[config.mk]
export PLATFORM = sky130hd
export DESIGN_NAME = keyword_lexer_core
export DESIGN_NICKNAME = d
export VERILOG_FILES = /design/src/hw/rtl/kl_pkg.sv /design/src/hw/rtl/kl_front.sv /design/src/hw/rtl/kl_queue.sv /design/src/hw/rtl/kl_back.sv /design/src/hw/rtl/keyword_lexer_core.sv
export SDC_FILE = /design/constraint.sdc
export NUM_CORES = 1
export LEC_CHECK = 0
export BUFFER_PORTS_ARGS = -buffer_cell sky130_fd_sc_hd__buf_4
export CAP_MARGIN = 0
export CORE_MARGIN = 2
export CORE_UTILIZATION = 42
export DETAILED_ROUTE_END_ITERATION = 7
export PLACE_DENSITY_LB_ADDON = 0.12
export SYNTH_ARGS = -nofsm -noshare
export SYNTH_HDL_FRONTEND = slang
export SYNTH_HIERARCHICAL = 1
export SYNTH_SLANG_ARGS = --single-unit
[constraint.sdc]
create_clock -name clk -period 12.9 [get_ports clk]
set_input_delay 0.645 -clock clk [delete_from_list [all_inputs] [get_ports clk]]
set_output_delay 0.645 -clock clk [all_outputs]
set_load 0.01 [all_outputs]
[src/hw/rtl/kl_pkg.sv]
// keyword lexer package: scan modes, token kinds, queue entry types and constants
// keyword match function shared by the front end
// no dependencies
`default_nettype none

package kl_pkg;

    typedef enum logic [1:0] {
        MODE_IDLE,
        MODE_WORD,
        MODE_NUMBER,
        MODE_COLON
    } scan_mode_t;

    typedef enum logic [3:0] {
        TK_INVALID  = 4'd0,
        TK_PLUS     = 4'd1,
        TK_MINUS    = 4'd2,
        TK_MULTIPLY = 4'd3,
        TK_DIVIDE   = 4'd4,
        TK_NUMBER   = 4'd5,
        TK_LET      = 4'd6,
        TK_IDENT    = 4'd7,
        TK_ASSIGN   = 4'd8,
        TK_TYPE     = 4'd9,
        TK_INT      = 4'd10,
        TK_EOF      = 4'd11
    } token_kind_t;

    // one queue entry: first token carries the payload, second never does
    typedef struct packed {
        logic        two;
        token_kind_t kind0;
        token_kind_t kind1;
    } entry_ctrl_t;

    typedef struct packed {
        logic full;
        logic empty;
    } queue_stat_t;

    localparam int QUEUE_DEPTH = 4;
    localparam int QPTR_W      = $clog2(QUEUE_DEPTH);
    localparam int QCNT_W      = $clog2(QUEUE_DEPTH + 1);

    localparam int IDENT_BYTES = 8;
    localparam int IDENT_W     = 8 * IDENT_BYTES;
    localparam int LEN_W       = 4;

    localparam logic [7:0] CH_SPACE   = 8'h20;
    localparam logic [7:0] CH_NEWLINE = 8'h0a;
    localparam logic [7:0] CH_COLON   = 8'h3a;
    localparam logic [7:0] CH_EQUALS  = 8'h3d;

    // keywords packed first character in lowest byte
    localparam logic [IDENT_W-1:0] KW_PLUS     = 64'h0000_0000_7375_6c70;
    localparam logic [IDENT_W-1:0] KW_MINUS    = 64'h0000_0073_756e_696d;
    localparam logic [IDENT_W-1:0] KW_MULTIPLY = 64'h796c_7069_746c_756d;
    localparam logic [IDENT_W-1:0] KW_DIVIDE   = 64'h0000_6564_6976_6964;
    localparam logic [IDENT_W-1:0] KW_LET      = 64'h0000_0000_0074_656c;
    localparam logic [IDENT_W-1:0] KW_INTEGER  = 64'h0072_6567_6574_6e69;

    function automatic token_kind_t word_kind(
        input logic [IDENT_W-1:0] wbuf,
        input logic [LEN_W-1:0]   wcnt,
        input logic               wovf
    );
        token_kind_t kind;
        kind = TK_IDENT;
        if (!wovf)
        begin
            if (wcnt == LEN_W'(4) && wbuf == KW_PLUS)
                kind = TK_PLUS;
            else if (wcnt == LEN_W'(5) && wbuf == KW_MINUS)
                kind = TK_MINUS;
            else if (wcnt == LEN_W'(8) && wbuf == KW_MULTIPLY)
                kind = TK_MULTIPLY;
            else if (wcnt == LEN_W'(6) && wbuf == KW_DIVIDE)
                kind = TK_DIVIDE;
            else if (wcnt == LEN_W'(3) && wbuf == KW_LET)
                kind = TK_LET;
            else if (wcnt == LEN_W'(7) && wbuf == KW_INTEGER)
                kind = TK_INT;
        end
        return kind;
    endfunction

endpackage

`default_nettype wire

[src/hw/rtl/kl_front.sv]
// keyword lexer front end: takes character words, tracks the scan state and
// builds one queue entry of up to two tokens per word; uses kl_pkg
`default_nettype none

module kl_front #(
    parameter int NUMBER_BITS = 31,
    parameter int PAYLOAD_W   = NUMBER_BITS + 70
) (
    input  wire logic                   clk,
    input  wire logic                   rst_n,
    input  wire logic                   s_tvalid,
    output logic                        s_tready,
    input  wire logic [7:0]             s_tdata,
    input  wire logic                   s_tuser,
    input  wire kl_pkg::queue_stat_t    q_stat,
    output logic                        push,
    output kl_pkg::entry_ctrl_t         push_ctrl,
    output logic [PAYLOAD_W-1:0]        push_data,
    output kl_pkg::scan_mode_t          mode
);

    localparam int PROD_W    = NUMBER_BITS + 4;
    localparam int OFS_SAT   = NUMBER_BITS;
    localparam int OFS_CHARS = NUMBER_BITS + 1;
    localparam int OFS_LEN   = OFS_CHARS + kl_pkg::IDENT_W;
    localparam int OFS_TRUNC = OFS_LEN + kl_pkg::LEN_W;

    kl_pkg::scan_mode_t               mode_reg, mode_next;
    logic [kl_pkg::IDENT_W-1:0]       wbuf_reg, wbuf_next;
    logic [kl_pkg::LEN_W-1:0]         wcnt_reg, wcnt_next;
    logic                             wovf_reg, wovf_next;
    logic [NUMBER_BITS-1:0]           acc_reg, acc_next;
    logic                             novf_reg, novf_next;

    logic                             accept;
    logic [7:0]                       c;
    logic                             is_letter;
    logic                             is_digit;
    logic [PROD_W-1:0]                prod;
    kl_pkg::token_kind_t              wkind;
    logic                             flush_vld;
    kl_pkg::token_kind_t              flush_kind;
    logic [PAYLOAD_W-1:0]             flush_data;
    logic                             use_flush;
    logic                             second_vld;
    kl_pkg::token_kind_t              second_kind;
    logic                             first_is_flush;

    assign s_tready = !q_stat.full;
    assign mode     = mode_reg;

    always_ff @(posedge clk or negedge rst_n)
    begin
        if (!rst_n)
        begin
            mode_reg <= kl_pkg::MODE_IDLE;
            wbuf_reg <= '0;
            wcnt_reg <= '0;
            wovf_reg <= 1'b0;
            acc_reg  <= '0;
            novf_reg <= 1'b0;
        end
        else
        begin
            mode_reg <= mode_next;
            wbuf_reg <= wbuf_next;
            wcnt_reg <= wcnt_next;
            wovf_reg <= wovf_next;
            acc_reg  <= acc_next;
            novf_reg <= novf_next;
        end
    end

    always_comb
    begin
        accept    = s_tvalid && s_tready;
        c         = s_tdata;
        is_letter = c inside {[8'h41:8'h5a], [8'h61:8'h7a]};
        is_digit  = c inside {[8'h30:8'h39]};
        prod      = (PROD_W'(acc_reg) << 3) + (PROD_W'(acc_reg) << 1) + PROD_W'(c[3:0]);
        wkind     = kl_pkg::word_kind(wbuf_reg, wcnt_reg, wovf_reg);

        mode_next = mode_reg;
        wbuf_next = wbuf_reg;
        wcnt_next = wcnt_reg;
        wovf_next = wovf_reg;
        acc_next  = acc_reg;
        novf_next = novf_reg;

        // pending token of the current mode
        flush_vld  = mode_reg != kl_pkg::MODE_IDLE;
        flush_kind = kl_pkg::TK_TYPE;
        flush_data = '0;
        case (mode_reg)
            kl_pkg::MODE_WORD:
            begin
                flush_kind = wkind;
                if (wkind == kl_pkg::TK_IDENT)
                begin
                    flush_data[OFS_CHARS +: kl_pkg::IDENT_W] = wbuf_reg;
                    flush_data[OFS_LEN +: kl_pkg::LEN_W]     = wcnt_reg;
                    flush_data[OFS_TRUNC]                    = wovf_reg;
                end
            end
            kl_pkg::MODE_NUMBER:
            begin
                flush_kind                     = kl_pkg::TK_NUMBER;
                flush_data[NUMBER_BITS-1:0]    = acc_reg;
                flush_data[OFS_SAT]            = novf_reg;
            end
            kl_pkg::MODE_COLON:
            begin
                flush_kind = kl_pkg::TK_TYPE;
            end
            default:
            begin
                flush_kind = kl_pkg::TK_TYPE;
            end
        endcase

        use_flush   = 1'b0;
        second_vld  = 1'b0;
        second_kind = kl_pkg::TK_EOF;

        if (accept)
        begin
            if (s_tuser)
            begin
                use_flush   = 1'b1;
                second_vld  = 1'b1;
                second_kind = kl_pkg::TK_EOF;
                mode_next   = kl_pkg::MODE_IDLE;
            end
            else if (mode_reg == kl_pkg::MODE_WORD && (is_letter || is_digit))
            begin
                if (wcnt_reg < kl_pkg::LEN_W'(kl_pkg::IDENT_BYTES))
                begin
                    for (int i = 0; i < kl_pkg::IDENT_BYTES; i++)
                    begin
                        if (wcnt_reg[2:0] == 3'(i))
                            wbuf_next[8*i +: 8] = c;
                    end
                    wcnt_next = wcnt_reg + 1'b1;
                end
                else
                begin
                    wovf_next = 1'b1;
                end
            end
            else if (mode_reg == kl_pkg::MODE_NUMBER && is_digit)
            begin
                if (prod[PROD_W-1:NUMBER_BITS] != '0)
                begin
                    acc_next  = '1;
                    novf_next = 1'b1;
                end
                else
                begin
                    acc_next = prod[NUMBER_BITS-1:0];
                end
            end
            else if (mode_reg == kl_pkg::MODE_COLON && c == kl_pkg::CH_EQUALS)
            begin
                mode_next   = kl_pkg::MODE_IDLE;
                second_vld  = 1'b1;
                second_kind = kl_pkg::TK_ASSIGN;
            end
            else
            begin
                use_flush = 1'b1;
                mode_next = kl_pkg::MODE_IDLE;
                if (c == kl_pkg::CH_SPACE || c == kl_pkg::CH_NEWLINE)
                begin
                    mode_next = kl_pkg::MODE_IDLE;
                end
                else if (is_letter)
                begin
                    mode_next = kl_pkg::MODE_WORD;
                    wbuf_next = kl_pkg::IDENT_W'(c);
                    wcnt_next = kl_pkg::LEN_W'(1);
                    wovf_next = 1'b0;
                end
                else if (is_digit)
                begin
                    mode_next = kl_pkg::MODE_NUMBER;
                    acc_next  = NUMBER_BITS'(c[3:0]);
                    novf_next = 1'b0;
                end
                else if (c == kl_pkg::CH_COLON)
                begin
                    mode_next = kl_pkg::MODE_COLON;
                end
                else
                begin
                    second_vld  = 1'b1;
                    second_kind = kl_pkg::TK_INVALID;
                end
            end
        end

        first_is_flush  = use_flush && flush_vld;
        push            = first_is_flush || second_vld;
        push_ctrl.two   = first_is_flush && second_vld;
        push_ctrl.kind0 = first_is_flush ? flush_kind : second_kind;
        push_ctrl.kind1 = second_kind;
        push_data       = first_is_flush ? flush_data : '0;
    end

endmodule

`default_nettype wire

[src/hw/rtl/kl_queue.sv]
// keyword lexer token queue: short fifo of entries between front and back end
// uses kl_pkg
`default_nettype none

module kl_queue #(
    parameter int DATA_W = 101
) (
    input  wire logic                   clk,
    input  wire logic                   rst_n,
    input  wire logic                   push,
    input  wire kl_pkg::entry_ctrl_t    push_ctrl,
    input  wire logic [DATA_W-1:0]      push_data,
    input  wire logic                   pop,
    output kl_pkg::entry_ctrl_t         head_ctrl,
    output logic [DATA_W-1:0]           head_data,
    output kl_pkg::queue_stat_t         stat
);

    kl_pkg::entry_ctrl_t          ctrl_mem [kl_pkg::QUEUE_DEPTH];
    logic [DATA_W-1:0]            data_mem [kl_pkg::QUEUE_DEPTH];

    logic [kl_pkg::QPTR_W-1:0]    wr_ptr_reg, wr_ptr_next;
    logic [kl_pkg::QPTR_W-1:0]    rd_ptr_reg, rd_ptr_next;
    logic [kl_pkg::QCNT_W-1:0]    cnt_reg, cnt_next;

    always_ff @(posedge clk)
    begin
        if (push)
        begin
            ctrl_mem[wr_ptr_reg] <= push_ctrl;
            data_mem[wr_ptr_reg] <= push_data;
        end
    end

    always_ff @(posedge clk or negedge rst_n)
    begin
        if (!rst_n)
        begin
            wr_ptr_reg <= '0;
            rd_ptr_reg <= '0;
            cnt_reg    <= '0;
        end
        else
        begin
            wr_ptr_reg <= wr_ptr_next;
            rd_ptr_reg <= rd_ptr_next;
            cnt_reg    <= cnt_next;
        end
    end

    always_comb
    begin
        wr_ptr_next = wr_ptr_reg;
        rd_ptr_next = rd_ptr_reg;
        cnt_next    = cnt_reg;
        if (push)
        begin
            if (wr_ptr_reg == kl_pkg::QPTR_W'(kl_pkg::QUEUE_DEPTH - 1))
                wr_ptr_next = '0;
            else
                wr_ptr_next = wr_ptr_reg + 1'b1;
        end
        if (pop)
        begin
            if (rd_ptr_reg == kl_pkg::QPTR_W'(kl_pkg::QUEUE_DEPTH - 1))
                rd_ptr_next = '0;
            else
                rd_ptr_next = rd_ptr_reg + 1'b1;
        end
        case ({push, pop})
            2'b10:   cnt_next = cnt_reg + 1'b1;
            2'b01:   cnt_next = cnt_reg - 1'b1;
            default: cnt_next = cnt_reg;
        endcase

        head_ctrl  = ctrl_mem[rd_ptr_reg];
        head_data  = data_mem[rd_ptr_reg];
        stat.full  = cnt_reg == kl_pkg::QCNT_W'(kl_pkg::QUEUE_DEPTH);
        stat.empty = cnt_reg == '0;
    end

endmodule

`default_nettype wire

[src/hw/rtl/kl_back.sv]
// keyword lexer back end: drains queue entries one token per word into the
// output register; uses kl_pkg
`default_nettype none

module kl_back #(
    parameter int PAYLOAD_W = 101,
    parameter int TDATA_W   = 112
) (
    input  wire logic                   clk,
    input  wire logic                   rst_n,
    input  wire kl_pkg::entry_ctrl_t    head_ctrl,
    input  wire logic [PAYLOAD_W-1:0]   head_data,
    input  wire kl_pkg::queue_stat_t    q_stat,
    output logic                        pop,
    output logic                        m_tvalid,
    input  wire logic                   m_tready,
    output logic [TDATA_W-1:0]          m_tdata,
    output logic                        m_tlast
);

    logic                  valid_reg, valid_next;
    logic [TDATA_W-1:0]    tdata_reg, tdata_next;
    logic                  tlast_reg, tlast_next;
    logic                  sub_reg, sub_next;
    logic                  load;

    assign m_tvalid = valid_reg;
    assign m_tdata  = tdata_reg;
    assign m_tlast  = tlast_reg;

    always_ff @(posedge clk or negedge rst_n)
    begin
        if (!rst_n)
        begin
            valid_reg <= 1'b0;
            sub_reg   <= 1'b0;
        end
        else
        begin
            valid_reg <= valid_next;
            sub_reg   <= sub_next;
        end
    end

    always_ff @(posedge clk)
    begin
        tdata_reg <= tdata_next;
        tlast_reg <= tlast_next;
    end

    always_comb
    begin
        load       = !q_stat.empty && (!valid_reg || m_tready);
        valid_next = valid_reg && !m_tready;
        tdata_next = tdata_reg;
        tlast_next = tlast_reg;
        sub_next   = sub_reg;
        pop        = 1'b0;
        if (load)
        begin
            valid_next = 1'b1;
            if (!sub_reg)
            begin
                tdata_next = TDATA_W'({head_data, head_ctrl.kind0});
                tlast_next = !head_ctrl.two;
                if (head_ctrl.two)
                    sub_next = 1'b1;
                else
                    pop = 1'b1;
            end
            else
            begin
                // second token of an entry: eof or invalid, no payload
                tdata_next = TDATA_W'(head_ctrl.kind1);
                tlast_next = 1'b1;
                sub_next   = 1'b0;
                pop        = 1'b1;
            end
        end
    end

endmodule

`default_nettype wire

[src/hw/rtl/keyword_lexer_core.sv]
// keyword lexer top level: front end, token queue and back end
// depends on kl_pkg, kl_front, kl_queue, kl_back
//
// Takes one character word per cycle (tuser high marks end of input) and
// emits tokens: keywords, identifiers of up to eight characters, saturating
// decimal numbers, assign, type, invalid and eof. A character is accepted
// every cycle while the four-entry token queue has room; each character
// yields zero, one or two tokens, and the output register sends one token
// per cycle while m_tready is high, so the queue absorbs the extra tokens
// of characters that give two. A completed token is written to the queue and
// then the output register, and tlast marks the last token of one input word.
`default_nettype none

module keyword_lexer_core #(
    parameter int NUMBER_BITS = 31
) (
    input  wire logic                   clk,
    input  wire logic                   rst_n,
    input  wire logic                   s_tvalid,
    output logic                        s_tready,
    input  wire logic [7:0]             s_tdata,   // char_code
    input  wire logic                   s_tuser,   // end_of_input
    output logic                        m_tvalid,
    input  wire logic                   m_tready,
    // token_kind, number_value, number_saturated, ident_chars, ident_length,
    // ident_truncated, zero fill
    output logic [((NUMBER_BITS + 74 + 7) / 8) * 8 - 1:0] m_tdata,
    output logic                        m_tlast    // last
);

    localparam int PAYLOAD_W = NUMBER_BITS + 70;
    localparam int TDATA_W   = ((NUMBER_BITS + 74 + 7) / 8) * 8;

    logic                   push;
    kl_pkg::entry_ctrl_t    push_ctrl;
    logic [PAYLOAD_W-1:0]   push_data;
    logic                   pop;
    kl_pkg::entry_ctrl_t    head_ctrl;
    logic [PAYLOAD_W-1:0]   head_data;
    kl_pkg::queue_stat_t    q_stat;
    kl_pkg::scan_mode_t     front_mode;

    kl_front #(
        .NUMBER_BITS (NUMBER_BITS),
        .PAYLOAD_W   (PAYLOAD_W)
    ) u_front (
        .clk       (clk),
        .rst_n     (rst_n),
        .s_tvalid  (s_tvalid),
        .s_tready  (s_tready),
        .s_tdata   (s_tdata),
        .s_tuser   (s_tuser),
        .q_stat    (q_stat),
        .push      (push),
        .push_ctrl (push_ctrl),
        .push_data (push_data),
        .mode      (front_mode)
    );

    kl_queue #(
        .DATA_W (PAYLOAD_W)
    ) u_queue (
        .clk       (clk),
        .rst_n     (rst_n),
        .push      (push),
        .push_ctrl (push_ctrl),
        .push_data (push_data),
        .pop       (pop),
        .head_ctrl (head_ctrl),
        .head_data (head_data),
        .stat      (q_stat)
    );

    kl_back #(
        .PAYLOAD_W (PAYLOAD_W),
        .TDATA_W   (TDATA_W)
    ) u_back (
        .clk       (clk),
        .rst_n     (rst_n),
        .head_ctrl (head_ctrl),
        .head_data (head_data),
        .q_stat    (q_stat),
        .pop       (pop),
        .m_tvalid  (m_tvalid),
        .m_tready  (m_tready),
        .m_tdata   (m_tdata),
        .m_tlast   (m_tlast)
    );

    a_no_push_when_full : assert property (
        @(posedge clk) disable iff (!rst_n)
        !(push && q_stat.full)
    ) else $error("token queue written while full");

    a_no_pop_when_empty : assert property (
        @(posedge clk) disable iff (!rst_n)
        !(pop && q_stat.empty)
    ) else $error("token queue read while empty");

    a_idle_after_eof : assert property (
        @(posedge clk) disable iff (!rst_n)
        (s_tvalid && s_tready && s_tuser) |=> (front_mode == kl_pkg::MODE_IDLE)
    ) else $error("scanner not idle after end of input");

endmodule

`default_nettype wire

==> impl_metrics.yaml <==
detailed_routing:
  ant_nets: 0
  avgRoutedWirePerCell_um: 21.8
  vias: 15133
  drc: 0
  drt_iter0_markers: 913
  routed_wl_um: 60600
  firstDrtPassIters: 5
  vias_per_cell: 5.44
floorplan:
  die_y_um: 264
  die_x_um: 264
  rows: 95
  start_util_pct: 42.3
  num_io_pins: 128
  core-area_um2: 67000
  fp.dieArea_um2: 69700
timing:
  relSlewSlack_pct: 29.1
  final.setup_skew_ns: 0.0276
  finalMaxSlewViolations: 0
  setup_violations: 0
  rsz0062_at_grt: "false"
  post-route-period-util_pct: 34.1
  tightest_slew_ns: 1.06
  finalCriticalPeriod_ns: 4.39
  max_freq_ghz: 0.228
  hold_ws_ns: 0.0737
  finalHoldViolCount: 0
  setup_tns_ns: 0
  setup_ws_ns: 8.51
clock_tree:
  cts_hold_repair.buffers: 0
  clock_latency_ns: 0.61
  clockBufferDepth: 3
  clock_sinks: 658
  post_cts_resized: 0
  cts_root_buffer: "clkbuf_16"
  clk_pin_slew_ns: 0.06
  cts_tree: "built"
  cts_buffers: 72
  cts_setup_buffers: 0
  h-tree-depth: 3
place:
  hpwl_um: 38400
  port_buffers: 120
  dp_cells: 2646
  gp_congestion: 0.892
  place_ws_ns: 7.88
worst_hold_path:
  min_path_type: "input pin to asynchronous set/reset pin"
critical_path:
  arrival_ns: 4.83
  worst_setup_path_start_kind: "flip-flop"
  endpoint_kind: "flip-flop"
  cp_max_fo: 18
  cp.required_ns: 13.34
  critPathKind: "flip-flop to flip-flop"
power:
  power.density_nw_per_um2: 227
  power_leakage_nw: 12.1
  power_frac_seq_pct: 43.2
  max-vdd-ir-drop_v: 0.000153
  p_int_w: 0.00514
  combPwrFrac_pct: 28.7
  p_switching_w: 0.00222
  p_clk_share_pct: 28.0
  swShare_pct: 30.1
logic_synthesis:
  synth_cell_type_count: 80
  syn_area_um2: 28400
  ys.flop_type: "edfxtp_1"
  synth_cells: 1715
  ys_warn_count: 6
  seq_area_frac_synth_pct: 67.7
  synthArstFlopShare_pct: 17.0
  synth_area_per_cell_um2: 16.5
  synth_edf_count: 546
  ys_seq_elements: 658
global_route:
  grt_first_pass_wirelength_um: 94600
  first_global_vias: 15950
  overflow: 0
  grt_max_degree: 90
  grt_use_total_pct: 17.6
  antenna_found_initial: 4
cells_and_area:
  fin_nets: 1940
  largest_reg_flops: 404
  antenna_cells: 0
  fin_util_pct: 48.3
  mostFrequentLayoutCell: "edfxtp_1"
  drive_above_1_share_pct: 23.8
  area.growth.synth_to_final_pct: 14.2
  final_cell_mix: "edfxtp_1, buf_4, nor2b_1"
  final-instance-count-excl-fill: 2780
status:
  status: "finished clean"
run:
  max-cap-violations: 0
[critical path, stage by stage (launching register included)]
cell and delay (ns):
dfrtp_1 0.43, fa_1 0.53, fa_1 0.50, a211oi_1 0.35, o211ai_1 0.16, a31o_2 0.31, a31oi_1 0.38, o21ai_0 0.18
xor2_1 0.19, a211oi_4 0.65, buf_4 0.40, a31oi_1 0.13
[cells in the mapped netlist, types with 7 or more instances]
master    count  area, µm²
edfxtp_1    546      16400
nand4_1      17        106
nor2_1       48        180
a21o_1       22        165
a31oi_1      27        169
clkbuf_1     30        113
a21oi_1      56        280
dfrtp_1     112       2800
buf_4        16        120
buf_12        8        160
nand2_1      53        199
nand4b_1      9       78.8
nand3_1      11       55.1
and2_4       11       96.3
mux2_2       59        664
xor2_1       15        131
nor2b_1     113        707
nor3_1       13       65.1
inv_1        22       82.6
and2_1       67        419
nor4_1       11       68.8
buf_2        21        105
and3_1       46        288
o21ai_0      56        280
ha_1         77        963
mux4_2      110       2480
xnor2_1      14        123
or3_1         9       56.3
o211ai_1      7       52.6
or4_1         9       67.6
[power groups by stage]
stage          Clock [W]  Combinational [W]  Sequential (W)
2_1_floorplan          0            0.00146         0.00324
3_3_place_gp           0            0.00216         0.00322
3_5_place_dp           0            0.00217         0.00324
4_1_cts          0.00213            0.00218         0.00320
5_1_grt          0.00220            0.00233         0.00324
6_report         0.00206            0.00211         0.00318
[routing by layer]
layer,vias up,GRT usage [%],share of wire [%]
met5,-,0,0.076
met4,8,4.71,1.7
met3,80,3.22,4.1
met2,299,30.9,51
met1,7814,22.6,43
li1,6932,-,-
[path summary, 6_finish.rpt]
path,from,cells past startpoint,end,slack (ns)
setup / recovery,u_front/acc_reg[0],11,u_front/acc_reg[10],8.51
hold / removal,rst_n,1,u_queue/cnt_reg[2],0.07
setup reg to reg,u_front/acc_reg[0],11,u_front/acc_reg[10],8.51
hold reg to reg,u_queue/cnt_reg[2],1,u_queue/cnt_reg[2],0.51
max in group asynchronous,rst_n,2,u_front/wbuf_reg[14],11.37
min in group clk,m_tready,2,u_back/m_tvalid,0.25
[logic make-up (layout without fill, tap and decap cells)]
group / after synthesis / count (layout) / share of synthesized area, %
adder cells (fa/ha/maj): 80 / 80 / 3.61
XOR/XNOR: 29 / 29 / 0.895
AO/OA/AOI/OAI: 211 / 211 / 4.67
buffers and inverters: 108 / 294 / 2.33
multiplexers: 177 / 177 / 11.4
other: 2 / 8 / 0.0265
flip-flops: 658 / 658 / 67.7
AND/OR/NAND/NOR: 450 / 450 / 9.44
[final cells by class]
cell class / instances / area (µm²)
fill: 5798 / 34600
sequential: 658 / 19200
multi-input combinational: 955 / 8580
clock buffer: 92 / 1980
tap: 873 / 1090
timing repair buffer: 137 / 1030
clock inverter: 42 / 435
inverter: 23 / 86.3
[through the flow]
| stage | area [µm²] | total power [W] |
|---|---|---|
| after floorplan | 28400 | 0.00470 |
| after global placement | 30000 | 0.00538 |
| final | 32400 | 0.00736 |
| after detailed placement | 30000 | 0.00540 |
| after CTS | 32400 | 0.00750 |
| after global routing | 32400 | 0.00778 |
Note: power is estimated with default switching activity, not from simulation.
